**src/hdl/dmss_pkg.sv**
```systemverilog
package dmss_pkg;

  localparam int unsigned STATUS_PERIOD_DEF  = 100;
  localparam int unsigned DEBOUNCE_TICKS_DEF = 3;

  localparam int unsigned MODE_W = 3;

  localparam logic [MODE_W-1:0] MODE_INIT    = 3'd0;
  localparam logic [MODE_W-1:0] MODE_REMOTE  = 3'd1;
  localparam logic [MODE_W-1:0] MODE_MONITOR = 3'd2;
  localparam logic [MODE_W-1:0] MODE_MANUAL  = 3'd3;
  localparam logic [MODE_W-1:0] MODE_HCAL    = 3'd4;
  localparam logic [MODE_W-1:0] MODE_HEAD    = 3'd5;

  localparam int unsigned CFG_IDX_W = 1;

  localparam logic [CFG_IDX_W-1:0] CFG_IGNORE_SWITCH = 1'b0;
  localparam logic [CFG_IDX_W-1:0] CFG_AUTO_LOG      = 1'b1;

  typedef enum logic [2:0] {
    RA_RESET    = 3'b001,
    RA_OFF_SEEN = 3'b010,
    RA_WAIT_OFF = 3'b100
  } rearm_e;

  typedef struct packed {
    logic              switch_raw;
    logic              torque_hit;
    logic [MODE_W-1:0] requested_mode;
    logic              head_change_req;
    logic [MODE_W-1:0] head_next_mode;
  } in_item_t;

  typedef struct packed {
    logic [MODE_W-1:0] mode;
    logic              mode_changed;
    logic              actuator_reset;
    logic              orientation_reset;
    logic              status_post;
    logic [31:0]       status_counter;
    logic              driver_switch;
    logic              log_enable_write;
    logic              log_enable_value;
  } out_item_t;

endpackage

```
**src/hdl/driving_mode_safety_supervisor.sv**
```systemverilog
// Driving mode supervisor: one input transaction is one control tick and yields exactly one
// result transaction. The block takes a tick in every cycle in which its output register is
// empty or being drained in the same cycle, and the result sits in that register from the
// cycle after acceptance. Internally the switch is debounced over DEBOUNCE_TICKS
// ticks, the six-mode supervisor and the manual re-arm sequence advance once per tick, and a
// modulo-STATUS_PERIOD phase counter runs beside the 32-bit tick counter to flag status posts.
// Configuration writes are always accepted and should only be issued while the block is idle.
module driving_mode_safety_supervisor #(
  parameter int unsigned STATUS_PERIOD  = dmss_pkg::STATUS_PERIOD_DEF,
  parameter int unsigned DEBOUNCE_TICKS = dmss_pkg::DEBOUNCE_TICKS_DEF
) (
  input  logic                               clk_i,
  input  logic                               rst_ni,
  input  logic                               in_valid_i,
  output logic                               in_ready_o,
  input  dmss_pkg::in_item_t                 in_data_i,
  output logic                               out_valid_o,
  input  logic                               out_ready_i,
  output dmss_pkg::out_item_t                out_data_o,
  input  logic                               cfg_valid_i,
  output logic                               cfg_ready_o,
  input  logic [dmss_pkg::CFG_IDX_W-1:0]     cfg_index_i,
  input  logic                               cfg_data_i
);

  localparam int unsigned PW = (STATUS_PERIOD > 1) ? $clog2(STATUS_PERIOD) : 1;
  localparam int unsigned DW = $clog2(DEBOUNCE_TICKS + 1);
  localparam logic [PW-1:0] PHASE_LAST = PW'(STATUS_PERIOD - 1);
  localparam logic [DW-1:0] DEB_LIMIT  = DW'(DEBOUNCE_TICKS);

  logic                        ignore_q, auto_log_q;
  logic [dmss_pkg::MODE_W-1:0] mode_q, mode_d;
  dmss_pkg::rearm_e            ra_q, ra_d;
  logic [DW-1:0]               deb_q, deb_d;
  logic                        level_q, level_d;
  logic [31:0]                 tick_q, tick_d;
  logic [PW-1:0]               phase_q, phase_d;
  logic                        out_valid_q;
  dmss_pkg::out_item_t         out_q, res_d;
  logic                        in_fire;

  logic [DW-1:0]               deb_inc;
  logic                        safety, drive_req, go, is_init;
  logic                        changed, act, orient, logw;
  logic [dmss_pkg::MODE_W-1:0] req, hnext, direct;
  logic [31:0]                 tick_base;
  logic [PW-1:0]               phase_base, phase_inc;

  assign in_ready_o  = !out_valid_q || out_ready_i;
  assign in_fire     = in_valid_i && in_ready_o;
  assign out_valid_o = out_valid_q;
  assign out_data_o  = out_q;
  assign cfg_ready_o = 1'b1;

  always_comb begin
    req     = in_data_i.requested_mode;
    hnext   = in_data_i.head_next_mode;
    deb_inc = deb_q + DW'(1);
    level_d = level_q;
    deb_d   = '0;
    logw    = 1'b0;
    if (in_data_i.switch_raw != level_q) begin
      deb_d = deb_inc;
      if (deb_inc >= DEB_LIMIT) begin
        level_d = in_data_i.switch_raw;
        deb_d   = '0;
        logw    = auto_log_q;
      end
    end

    safety    = (!level_d && !ignore_q) || in_data_i.torque_hit;
    drive_req = (req == dmss_pkg::MODE_HEAD) || (req == dmss_pkg::MODE_REMOTE);
    direct    = (mode_q == dmss_pkg::MODE_MONITOR) ? dmss_pkg::MODE_HCAL
                                                   : dmss_pkg::MODE_MONITOR;
    mode_d  = mode_q;
    ra_d    = ra_q;
    changed = 1'b0;
    act     = 1'b0;
    orient  = 1'b0;
    go      = 1'b0;
    is_init = 1'b0;

    case (mode_q)
      dmss_pkg::MODE_REMOTE, dmss_pkg::MODE_HEAD: begin
        if (safety) begin
          mode_d  = dmss_pkg::MODE_MANUAL;
          ra_d    = dmss_pkg::RA_RESET;
          changed = 1'b1;
          act     = 1'b1;
          orient  = 1'b1;
        end else if (mode_q == dmss_pkg::MODE_REMOTE) begin
          if (req == dmss_pkg::MODE_MONITOR || req == dmss_pkg::MODE_MANUAL ||
              req == dmss_pkg::MODE_HCAL) begin
            mode_d  = req;
            ra_d    = dmss_pkg::RA_RESET;
            changed = 1'b1;
            act     = 1'b1;
          end else if (req == dmss_pkg::MODE_HEAD) begin
            mode_d  = dmss_pkg::MODE_MANUAL;
            ra_d    = dmss_pkg::RA_RESET;
            changed = 1'b1;
            act     = 1'b1;
          end
        end else begin
          if (in_data_i.head_change_req) begin
            mode_d  = (hnext <= dmss_pkg::MODE_HEAD) ? hnext : dmss_pkg::MODE_MANUAL;
            ra_d    = dmss_pkg::RA_RESET;
            changed = 1'b1;
            act     = 1'b1;
            orient  = 1'b1;
          end else if (req == dmss_pkg::MODE_MONITOR || req == dmss_pkg::MODE_HCAL ||
                       req == dmss_pkg::MODE_MANUAL) begin
            mode_d  = req;
            ra_d    = dmss_pkg::RA_RESET;
            changed = 1'b1;
            act     = 1'b1;
          end
        end
      end
      dmss_pkg::MODE_MONITOR, dmss_pkg::MODE_HCAL: begin
        if (req == dmss_pkg::MODE_MANUAL || req == direct) begin
          mode_d  = req;
          ra_d    = dmss_pkg::RA_RESET;
          changed = 1'b1;
          act     = 1'b1;
        end else if (drive_req) begin
          mode_d  = dmss_pkg::MODE_MANUAL;
          ra_d    = dmss_pkg::RA_RESET;
          changed = 1'b1;
          act     = 1'b1;
        end
      end
      dmss_pkg::MODE_MANUAL: begin
        if (ignore_q) begin
          go = drive_req;
        end else begin
          case (ra_q)
            dmss_pkg::RA_RESET: begin
              ra_d = level_d ? dmss_pkg::RA_WAIT_OFF : dmss_pkg::RA_OFF_SEEN;
            end
            dmss_pkg::RA_OFF_SEEN: begin
              go = level_d && drive_req;
            end
            dmss_pkg::RA_WAIT_OFF: begin
              if (!level_d) ra_d = dmss_pkg::RA_OFF_SEEN;
            end
            default: begin
              ra_d = dmss_pkg::RA_RESET;
            end
          endcase
        end
        if (req == dmss_pkg::MODE_MONITOR || req == dmss_pkg::MODE_HCAL) begin
          mode_d  = req;
          ra_d    = dmss_pkg::RA_RESET;
          changed = 1'b1;
          act     = 1'b1;
        end else if (go) begin
          mode_d  = req;
          ra_d    = dmss_pkg::RA_RESET;
          changed = 1'b1;
          act     = 1'b1;
          orient  = 1'b1;
        end
      end
      default: begin
        is_init = 1'b1;
        mode_d  = dmss_pkg::MODE_HEAD;
        ra_d    = dmss_pkg::RA_RESET;
        changed = 1'b1;
        act     = 1'b1;
        orient  = 1'b1;
      end
    endcase

    tick_base  = is_init ? '0 : tick_q;
    tick_d     = tick_base + 32'd1;
    phase_base = is_init ? '0 : phase_q;
    phase_inc  = (phase_base == PHASE_LAST) ? '0 : phase_base + PW'(1);
    phase_d    = (!is_init && (tick_q == '1)) ? '0 : phase_inc;

    res_d.mode              = mode_d;
    res_d.mode_changed      = changed;
    res_d.actuator_reset    = act;
    res_d.orientation_reset = orient;
    res_d.status_post       = changed || (phase_d == '0);
    res_d.status_counter    = tick_d;
    res_d.driver_switch     = level_d;
    res_d.log_enable_write  = logw;
    res_d.log_enable_value  = logw && level_d;
  end

  always_ff @(posedge clk_i or negedge rst_ni) begin
    if (!rst_ni) begin
      ignore_q    <= 1'b0;
      auto_log_q  <= 1'b0;
      mode_q      <= dmss_pkg::MODE_INIT;
      ra_q        <= dmss_pkg::RA_RESET;
      deb_q       <= '0;
      level_q     <= 1'b0;
      tick_q      <= '0;
      phase_q     <= '0;
      out_valid_q <= 1'b0;
    end else begin
      if (cfg_valid_i) begin
        case (cfg_index_i)
          dmss_pkg::CFG_IGNORE_SWITCH: ignore_q   <= cfg_data_i;
          dmss_pkg::CFG_AUTO_LOG:      auto_log_q <= cfg_data_i;
          default: begin
          end
        endcase
      end
      if (in_fire) begin
        mode_q  <= mode_d;
        ra_q    <= ra_d;
        deb_q   <= deb_d;
        level_q <= level_d;
        tick_q  <= tick_d;
        phase_q <= phase_d;
      end
      if (in_fire) begin
        out_valid_q <= 1'b1;
      end else if (out_ready_i) begin
        out_valid_q <= 1'b0;
      end
    end
  end

  always_ff @(posedge clk_i) begin
    if (in_fire) begin
      out_q <= res_d;
    end
  end

endmodule

```
**config.mk**
```make
export PLATFORM = sky130hd
export DESIGN_NAME = driving_mode_safety_supervisor
export DESIGN_NICKNAME = d
export VERILOG_FILES = /design/src/hdl/dmss_pkg.sv /design/src/hdl/driving_mode_safety_supervisor.sv
export SDC_FILE = /design/constraint.sdc
export NUM_CORES = 1
export LEC_CHECK = 0
export BUFFER_PORTS_ARGS = -buffer_cell sky130_fd_sc_hd__buf_2
export CORE_UTILIZATION = 40
export DETAILED_ROUTE_END_ITERATION = 6
export GPL_ROUTABILITY_DRIVEN = 0
export GPL_TIMING_DRIVEN = 1
export PLACE_DENSITY = 0.67
export SLEW_MARGIN = 20
export SYNTH_ARGS = -nofsm -noshare
export SYNTH_HDL_FRONTEND = slang
export SYNTH_SLANG_ARGS = --single-unit
```
**constraint.sdc**
```tcl
create_clock -name clk_i -period 3.5 [get_ports clk_i]
set_clock_uncertainty 0.1 [all_clocks]
set_input_delay 0.525 -clock clk_i [delete_from_list [all_inputs] [get_ports clk_i]]
set_output_delay 0.525 -clock clk_i [all_outputs]
set_load 0.1 [all_outputs]
```
**After elaboration in Yosys (flattened, before gate mapping)**

Cells that the tools add are included.

- Bits of input ports: 16
- Bits in registers: 92
- Word-level logic and storage cells: 130
- Output and inout bits: 45

- $add $sub $neg: 3
- Mux-type cells: 59
- Bitwise gates (word level): 1
- Equality and inequality tests: 23
- Order comparisons: 2
- Reductions and logical operators: 25

Operators by type and width:

| operator | number |
|---|---|
| $mux W3 | 25 |
| $add A32 B1 Y32 const B | 1 |
| $eq A32 B32 Y1 const B | 1 |
| $mux W32 | 1 |
| $pmux W3 S3 | 3 |
| $mux W1 | 23 |
| $mux W7 | 3 |
| $eq A3 B2 Y1 const B | 5 |
| $eq A3 B3 Y1 const B | 5 |
| $ne A5 B5 Y1 const B | 3 |
| $eq A3 B1 Y1 const B | 3 |
| $logic_or A1 B1 Y1 | 9 |
| $ne A4 B4 Y1 const B | 2 |
| $add A7 B1 Y7 const B | 1 |
| $eq A7 B7 Y1 const B | 1 |
| $logic_not A7 Y1 | 1 |
| $reduce_and A7 Y1 | 1 |
| $pmux W1 S3 | 2 |
| $logic_and A1 B1 Y1 | 5 |
| $reduce_or A5 Y1 | 1 |
| $mux W2 | 2 |
| $reduce_and A2 Y1 | 2 |
| $reduce_or A2 Y1 | 2 |
| $eq A3 B3 Y1 | 1 |
| other kinds (8) | 10 |

**Logic depth before layout (Yosys ltp)**

Gate-level depths: netlist (run 1).

- Depth in word-level cells: 12
- Depth in mapped cells: 16
- Gate-level depth less buffers: 10

**Worst setup path after synthesis (run 1)**

OpenSTA, ideal clock, no wires.

- Path kind: register to register
- Start: reg out_valid_q (netlist: out_valid_o)
- End: reg out_q, in the netlist out_data_o[0], enable pin
- Arrival: 3436 ps
- Required time: 2979 ps
- Setup slack: -457 ps
- Stages on the path, launching flop included: 5
- Path buffers: 1
- Clock period less this slack: 3957 ps
- Setup time: 421 ps
- Cells stage by stage: dfrtp_1 nand2b_1 nand2_1 inv_2 buf_1

- Cells in the longest elaborated chain, start to end: 3

Ends and longest elaborated chain:

| element | line | source |
|---|---|---|
| start, declared | driving_mode_safety_supervisor.sv:38 | `logic out_valid_q;` |
| start signal, assigned | driving_mode_safety_supervisor.sv:202 | `out_valid_q <= 1'b0;` |
| start signal, assigned | driving_mode_safety_supervisor.sv:221 | `out_valid_q <= 1'b1;` |
| start signal, assigned | driving_mode_safety_supervisor.sv:223 | `out_valid_q <= 1'b0;` |
| $logic_not A1 Y1 | driving_mode_safety_supervisor.sv:49 | `assign in_ready_o = !out_valid_q \|\| out_ready_i;` |
| $logic_or A1 B1 Y1 | driving_mode_safety_supervisor.sv:49 |  |
| net in_ready_o | driving_mode_safety_supervisor.sv:15 | `output logic in_ready_o,` |
| $logic_and A1 B1 Y1 | driving_mode_safety_supervisor.sv:50 | `assign in_fire = in_valid_i && in_ready_o;` |
| net in_fire | driving_mode_safety_supervisor.sv:40 | `logic in_fire;` |
| end signal, assigned | driving_mode_safety_supervisor.sv:230 | `out_q <= res_d;` |
| end, declared | driving_mode_safety_supervisor.sv:39 | `dmss_pkg::out_item_t out_q, res_d;` |

The timed path passes the listed nets, and every way through them passes these cells.
A chain may end at the register's enable or synchronous reset.

==> summary.txt, run 1 <==
Yosys
  • Register area share after synthesis: 0.496
  • Synth warnings: 0
  • Xor/xnor cell area share of the yosys netlist: 0.0536
  • Synth Area in Compound Gates: 0.157
  • Synth Area in Simple Gates: 0.235
  • EDFF count, synth: 41
  • Number of distinct library cells after synthesis: 70
  • Asr flop ratio synth: 0.554
  • Most common flop cell mapped by yosys: dfrtp_1
  • Net Count, Synth: 551
  • Synth Cell Area: 5060 sq um
  • Synthesized-area fraction occupied by adder cells: 0.00494
  • Cells after Synth: 533
  • Post-synthesis mux area share: 0.0131
  • Largest family of logic cells by synthesized area: simple AND/OR/NAND/NOR gates
  • Synth Register Bits: 92
  • Syn_area_per_cell: 9.50 sq um

CTS
  • H-tree levels: 3
  • CTS Sinks: 92
  • TritonCTS clock tree: done
  • Root Buffer: clkbuf_16
  • Post-CTS Resized: 0
  • Worst-path clk slew: 0.07 ns
  • Clock Latency Late Sink: 0.34 ns
  • CTS Buffer Depth: 2
  • Cts bufs inserted: 9
  • Post-CTS Setup Bufs: 0
  • Hold-fix buffers, CTS: 0

Min path
  • Hold WC Path Type: in -> async

Worst setup path
  • Critical Path Slowest Stage Cell: dfrtp_1
  • CP Launch Type: flop
  • Critical-path cell list: or3_1 -> and2_0 -> nand2_1 -> inv_1 -> ha_1 -> nand3_1 -> or4_1 -> nor2b_2 -> xnor2_1 -> nor2_1
  • Worst-path maximum fanout: 15
  • CP arrival: 2.99 ns
  • Crit Path Class: reg -> reg
  • Slowest stage delay, CP: 0.61 ns
  • CP required: 3.47 ns
  • Worst Setup End Kind: flop

Power and ir drop
  • Psw: 0.00186 W
  • Clock power frac: 0.232
  • Final Total Pwr: 0.00427 W
  • Sequential share of power: 0.369
  • Leak: 2.36 nW
  • Comb pwr share: 0.399
  • Cell Int Power: 0.00241 W
  • Sw Ratio: 0.435
  • VDD IR max: 0.000560 V
  • PwrDens: 739 nW/um^2

Final layout
  • Count of inserted antenna diode cells: 0
  • Layout area overhead: 14.1%
  • Non-Filler Instances: 749
  • Layout cells sized above 1: 0.174
  • Commonest non-fill, non-tap cells in the layout: nand2_1, buf_2, dfrtp_1
  • Nets: 594
  • Most common cell after layout, fill and taps aside: nand2_1

Place
  • DP HPWL: 7.48 mm
  • Placed insts: 733
  • Buffers on Ports: 59

Detailed routing
  • Remaining DRCs: 0
  • DR iter-0 viols: 330
  • Routed metal-1 wirelength: 5.14 mm
  • Via Count: 4169
  • First-pass iteration count of the detailed router: 4
  • Met3 WL post-DR: 619 um
  • Wirelength per Cell: 15.0 um
  • Aggregate routed wire length: 11.2 mm
  • ANT nets after route: 0
  • Drt via density: 5.57
  • Wire length on met2: 5.30 mm
  • Top routing layer in use: met4

STA
  • Fin Setup TNS: 0 ns
  • Hold Vio Cnt, Final: 4
  • Relative slew slack: 0.470
  • FMAX: 0.331 GHz
  • Hold slack: -0.000450 ns
  • Fin. max-slew vios: 0
  • RSZ-0062 raised after global routing: no
  • Period utilisation layout: 0.862
  • Final min period: 3.02 ns
  • Tightest Pin Transition: 0.793 ns
  • # setup viols final: 0

Global route
  • Vias in the first global route: 3909
  • Initial antenna violation count: 0
  • First-pass GRT wire length: 18.8 mm
  • Largest net degree at the start of global routing: 42
  • GR Util All Layers: 0.180
  • GRT overflow: 0

Run status
  • Failing checks: hold timing
  • Status: finished with violations

Floorplan
  • # IOs: 61
  • Row count: 40
  • Die X: 115 um
  • Placeable Area: 12200 sq um
  • Initial core utilization: 0.416
  • Die Y: 115 um
  • Die area: 13100 sq um

Run
  • Maxcap violations: 0
-- state kept, by name, indices dropped and copies added, names as in the netlist, 2 cells and up --
name        flops
out_data_o     41
tick_q         32
phase_q         7
mode_q          3
ra_q            3
deb_q           2
-- critical path: cells and delay by family, from the launching register on --
| kind | cells | cell delay [ns] |
|---|---|---|
| XOR/XNOR | 1 | 0.13 |
| adder cells (fa/ha/maj) | 1 | 0.28 |
| buffers and inverters | 1 | 0.07 |
| flip-flops | 1 | 0.61 |
| AND/OR/NAND/NOR | 7 | 1.54 |
-- layout make-up --
class / instances / area [sq um]
fill: 1155 / 6380
sequential: 92 / 2510
multi-input combinational: 394 / 2350
timing repair buffer: 67 / 355
clock buffer: 12 / 256
tap: 168 / 210
clock inverter: 4 / 48.8
inverter: 12 / 45.0
-- cells in the mapped netlist, drive strengths merged, types with 5 or more instances --
library cell	instances	area [sq um]
a21oi	20	100
a22o	5	43.8
a31oi	15	93.8
and2	8	50.1
and3	15	98.8
and4	6	52.6
buf	18	90.1
clkbuf	17	65.1
dfrtp	50	1250
edfxtp	41	1230
inv	12	45.0
mux2	5	56.3
nand2	77	292
nand2b	10	62.6
nand3	29	145
nand4	11	90.1
nor2	40	150
nor2b	9	58.8
nor3	8	45.0
o21ai	38	190
o31ai	16	120
xnor2	11	96.3
xor2	20	175
-- per-layer routing --
metal  vias up  track usage
li1       2024            -
met1      2007        0.243
met2       126        0.286
met3        12       0.0365
met4         0       0.0684
met5         -            0
-- power groups by stage --
stage / registers (W) / logic, W / clock network [W]
2_1_floorplan: 0.00204 / 0.000900 / 0
3_3_place_gp: 0.00158 / 0.00166 / 0
3_5_place_dp: 0.00159 / 0.00169 / 0
4_1_cts: 0.00157 / 0.00170 / 0.00101
5_1_grt: 0.00160 / 0.00185 / 0.00106
6_report: 0.00157 / 0.00170 / 0.000991
-- cell families (layout without fill, tap and decap cells) --
group,after synthesis,in the layout
buf+inv,47,95
fa+ha+maj,2,2
compound gates,124,124
flops,92,92
simple gates,230,230
other cells,1,1
xor+xnor,31,31
mux,6,6
-- worst paths after layout --
| kind | from | endpoint | slack (ns) | cells past startpoint |
|---|---|---|---|---|
| max in group asynchronous | rst_ni | ra_q[0] | 2.46 | 2 |
| min in group clk_i | in_valid_i | out_valid_o | 0.29 | 2 |
| min | rst_ni | tick_q[21] | -0.0004 | 1 |
| max reg2reg | mode_q[0] | out_data_o[31] | 0.48 | 10 |
| max | mode_q[0] | out_data_o[31] | 0.48 | 10 |
| min reg2reg | tick_q[27] | tick_q[27] | 0.40 | 1 |
-- per-stage QoR --
step	worst slack (ns)	cell area, sq um	utilization
after floorplan	0.127	5070	-
after global placement	0.600	5470	0.450
after detailed placement	0.533	5470	0.450
after CTS	0.504	5780	0.475
after global routing	0.265	5780	0.475
final	0.482	5780	0.475
Note: power is estimated with default switching activity, not from simulation.
==> inputs of run 2 (changes only) <==
Settings changed: REMOVE_ABC_BUFFERS set to 1.
==> summary.txt, run 2 (same netlist as run 1, synthesis figures left out) <==
Detailed routing
  • First-pass iteration count of the detailed router: 5
  • Remaining DRCs: 0
  • Drt via density: 5.57
  • Via Count: 4185
  • Aggregate routed wire length: 11.1 mm
  • ANT nets after route: 0
  • DR iter-0 viols: 297
  • Wirelength per Cell: 14.8 um

STA
  • Tightest Pin Transition: 0.648 ns
  • Hold Vio Cnt, Final: 0
  • RSZ-0062 raised after global routing: no
  • FMAX: 0.337 GHz
  • Final setup margin: 0.537 ns
  • Relative slew slack: 0.566
  • Fin Setup TNS: 0 ns
  • Fin. max-slew vios: 0
  • Period utilisation layout: 0.847
  • # setup viols final: 0
  • Final min period: 2.96 ns

Floorplan
  • Row count: 40
  • Initial core utilization: 0.416
  • Die area: 13100 sq um
  • Die Y: 115 um
  • Placeable Area: 12200 sq um
  • # IOs: 61
  • Die X: 115 um

Final layout
  • Layout cells sized above 1: 0.172
  • Commonest non-fill, non-tap cells in the layout: nand2_1, buf_2, dfrtp_1
  • # fillers: 1140
  • Area of the multi-input gates: 2350 sq um
  • Max reg flops: 41
  • Layout area overhead: 13.6%
  • Register Area: 2510 sq um
  • Count of inserted antenna diode cells: 0
  • Nets: 596
  • Most common cell after layout, fill and taps aside: nand2_1

Power and ir drop
  • PwrDens: 723 nW/um^2
  • Leak: 2.35 nW
  • VDD IR max: 0.000541 V

Worst setup path
  • CP arrival: 2.94 ns
  • Reg2Reg Depth: 10
  • Reg2reg setup slack: 0.54 ns
  • CP required: 3.47 ns
  • Worst Setup End Kind: flop
  • CP Launch Type: flop
  • Crit Path Class: reg -> reg
  • Worst-path maximum fanout: 15

CTS
  • Clock Latency Late Sink: 0.34 ns
  • Root Buffer: clkbuf_16
  • Hold-fix buffers, CTS: 0
  • Cts bufs inserted: 9
  • CTS Buffer Depth: 2
  • Post-CTS Resized: 0
  • Worst-path clk slew: 0.06 ns
  • TritonCTS clock tree: done
  • CTS Sinks: 92
  • H-tree levels: 3
  • Post-CTS Setup Bufs: 0

Place
  • Dpl ws: 0.535 ns
  • Buffers on Ports: 59
  • DP HPWL: 7.46 mm

Global route
  • Initial antenna violation count: 0
  • GR Util All Layers: 0.181
  • Vias in the first global route: 3962
  • Largest net degree at the start of global routing: 41
  • GRT overflow: 0
  • First-pass GRT wire length: 18.7 mm

Min path
  • Hold WC Path Type: in -> async

Run status
  • Status: finished, final reports clean

Run
  • Maxcap violations: 0
-- run 2: cell count changes in the layout (fill, tap and decap cells not counted) --
cell | previous run | this run
clkinv_1 | 0 | 2
buf_4 | 8 | 10
clkbuf_1 | 1 | 2
bufinv_16 | 1 | 0
clkbuf_8 | 2 | 0
clkinvlp_4 | 0 | 1
clkinv_2 | 2 | 1
-- run 2: power by group --
| part | internal [W] | switching, W | total [W] |
|---|---|---|---|
| sequential | 0.00137 | 0.000199 | 0.00157 |
| clock | 0.000477 | 0.000396 | 0.000873 |
| combinational | 0.000452 | 0.00126 | 0.00171 |
| total | 0.00230 | 0.00186 | 0.00416 |
-- run 2: worst max-delay path, cell delays in order, from the launching register on --
cell and delay (ns):
dfrtp_1 0.60, or3_1 0.28, and2_0 0.18, nand2_1 0.07, inv_1 0.07, ha_1 0.28, nand3_1 0.22, or4_1 0.52
nor2b_2 0.19, xnor2_1 0.13, nor2_1 0.05
-- run 2: area by class of cell --
cell class                      count  area share
Clock buffer                       11      0.0405
Clock inverter                      5     0.00501
Inverter                           12     0.00783
Multi-Input combinational cell    394       0.409
Sequential cell                    92       0.436
Tap cell                          168      0.0366
Timing Repair Buffer               69      0.0644
-- run 2: metal layers --
metal / part of all wire / global-route usage / wire length (um) / vias to the layer above
met5: 0 / 0 / 0 / -
met4: 0.015 / 0.0658 / 164 / 0
met3: 0.045 / 0.0365 / 506 / 17
met2: 0.49 / 0.311 / 5500 / 123
met1: 0.45 / 0.225 / 4980 / 2020
li1: - / - / - / 2025
-- run 2: path summary, 6_finish.rpt --
path | end | start
setup / recovery | out_data_o[31] | mode_q[0]
hold / removal | tick_q[14] | rst_ni
setup reg to reg | out_data_o[31] | mode_q[0]
hold reg to reg | tick_q[14] | tick_q[14]
max in group asynchronous | ra_q[0] | rst_ni
min in group clk_i | out_valid_o | in_valid_i
-- run 2: metrics by stage --
step,area [sq um],power (W),utilization,cells,hold slack (ns)
final,5750,0.00416,0.473,751,0.0361
after floorplan,4910,0.00287,-,498,0.129
after detailed placement,5490,0.00329,0.451,735,0.400
after global placement,5490,0.00326,0.451,735,0.386
after global routing,5750,0.00439,0.473,751,0.0677
after CTS,5750,0.00419,0.473,751,0.0409
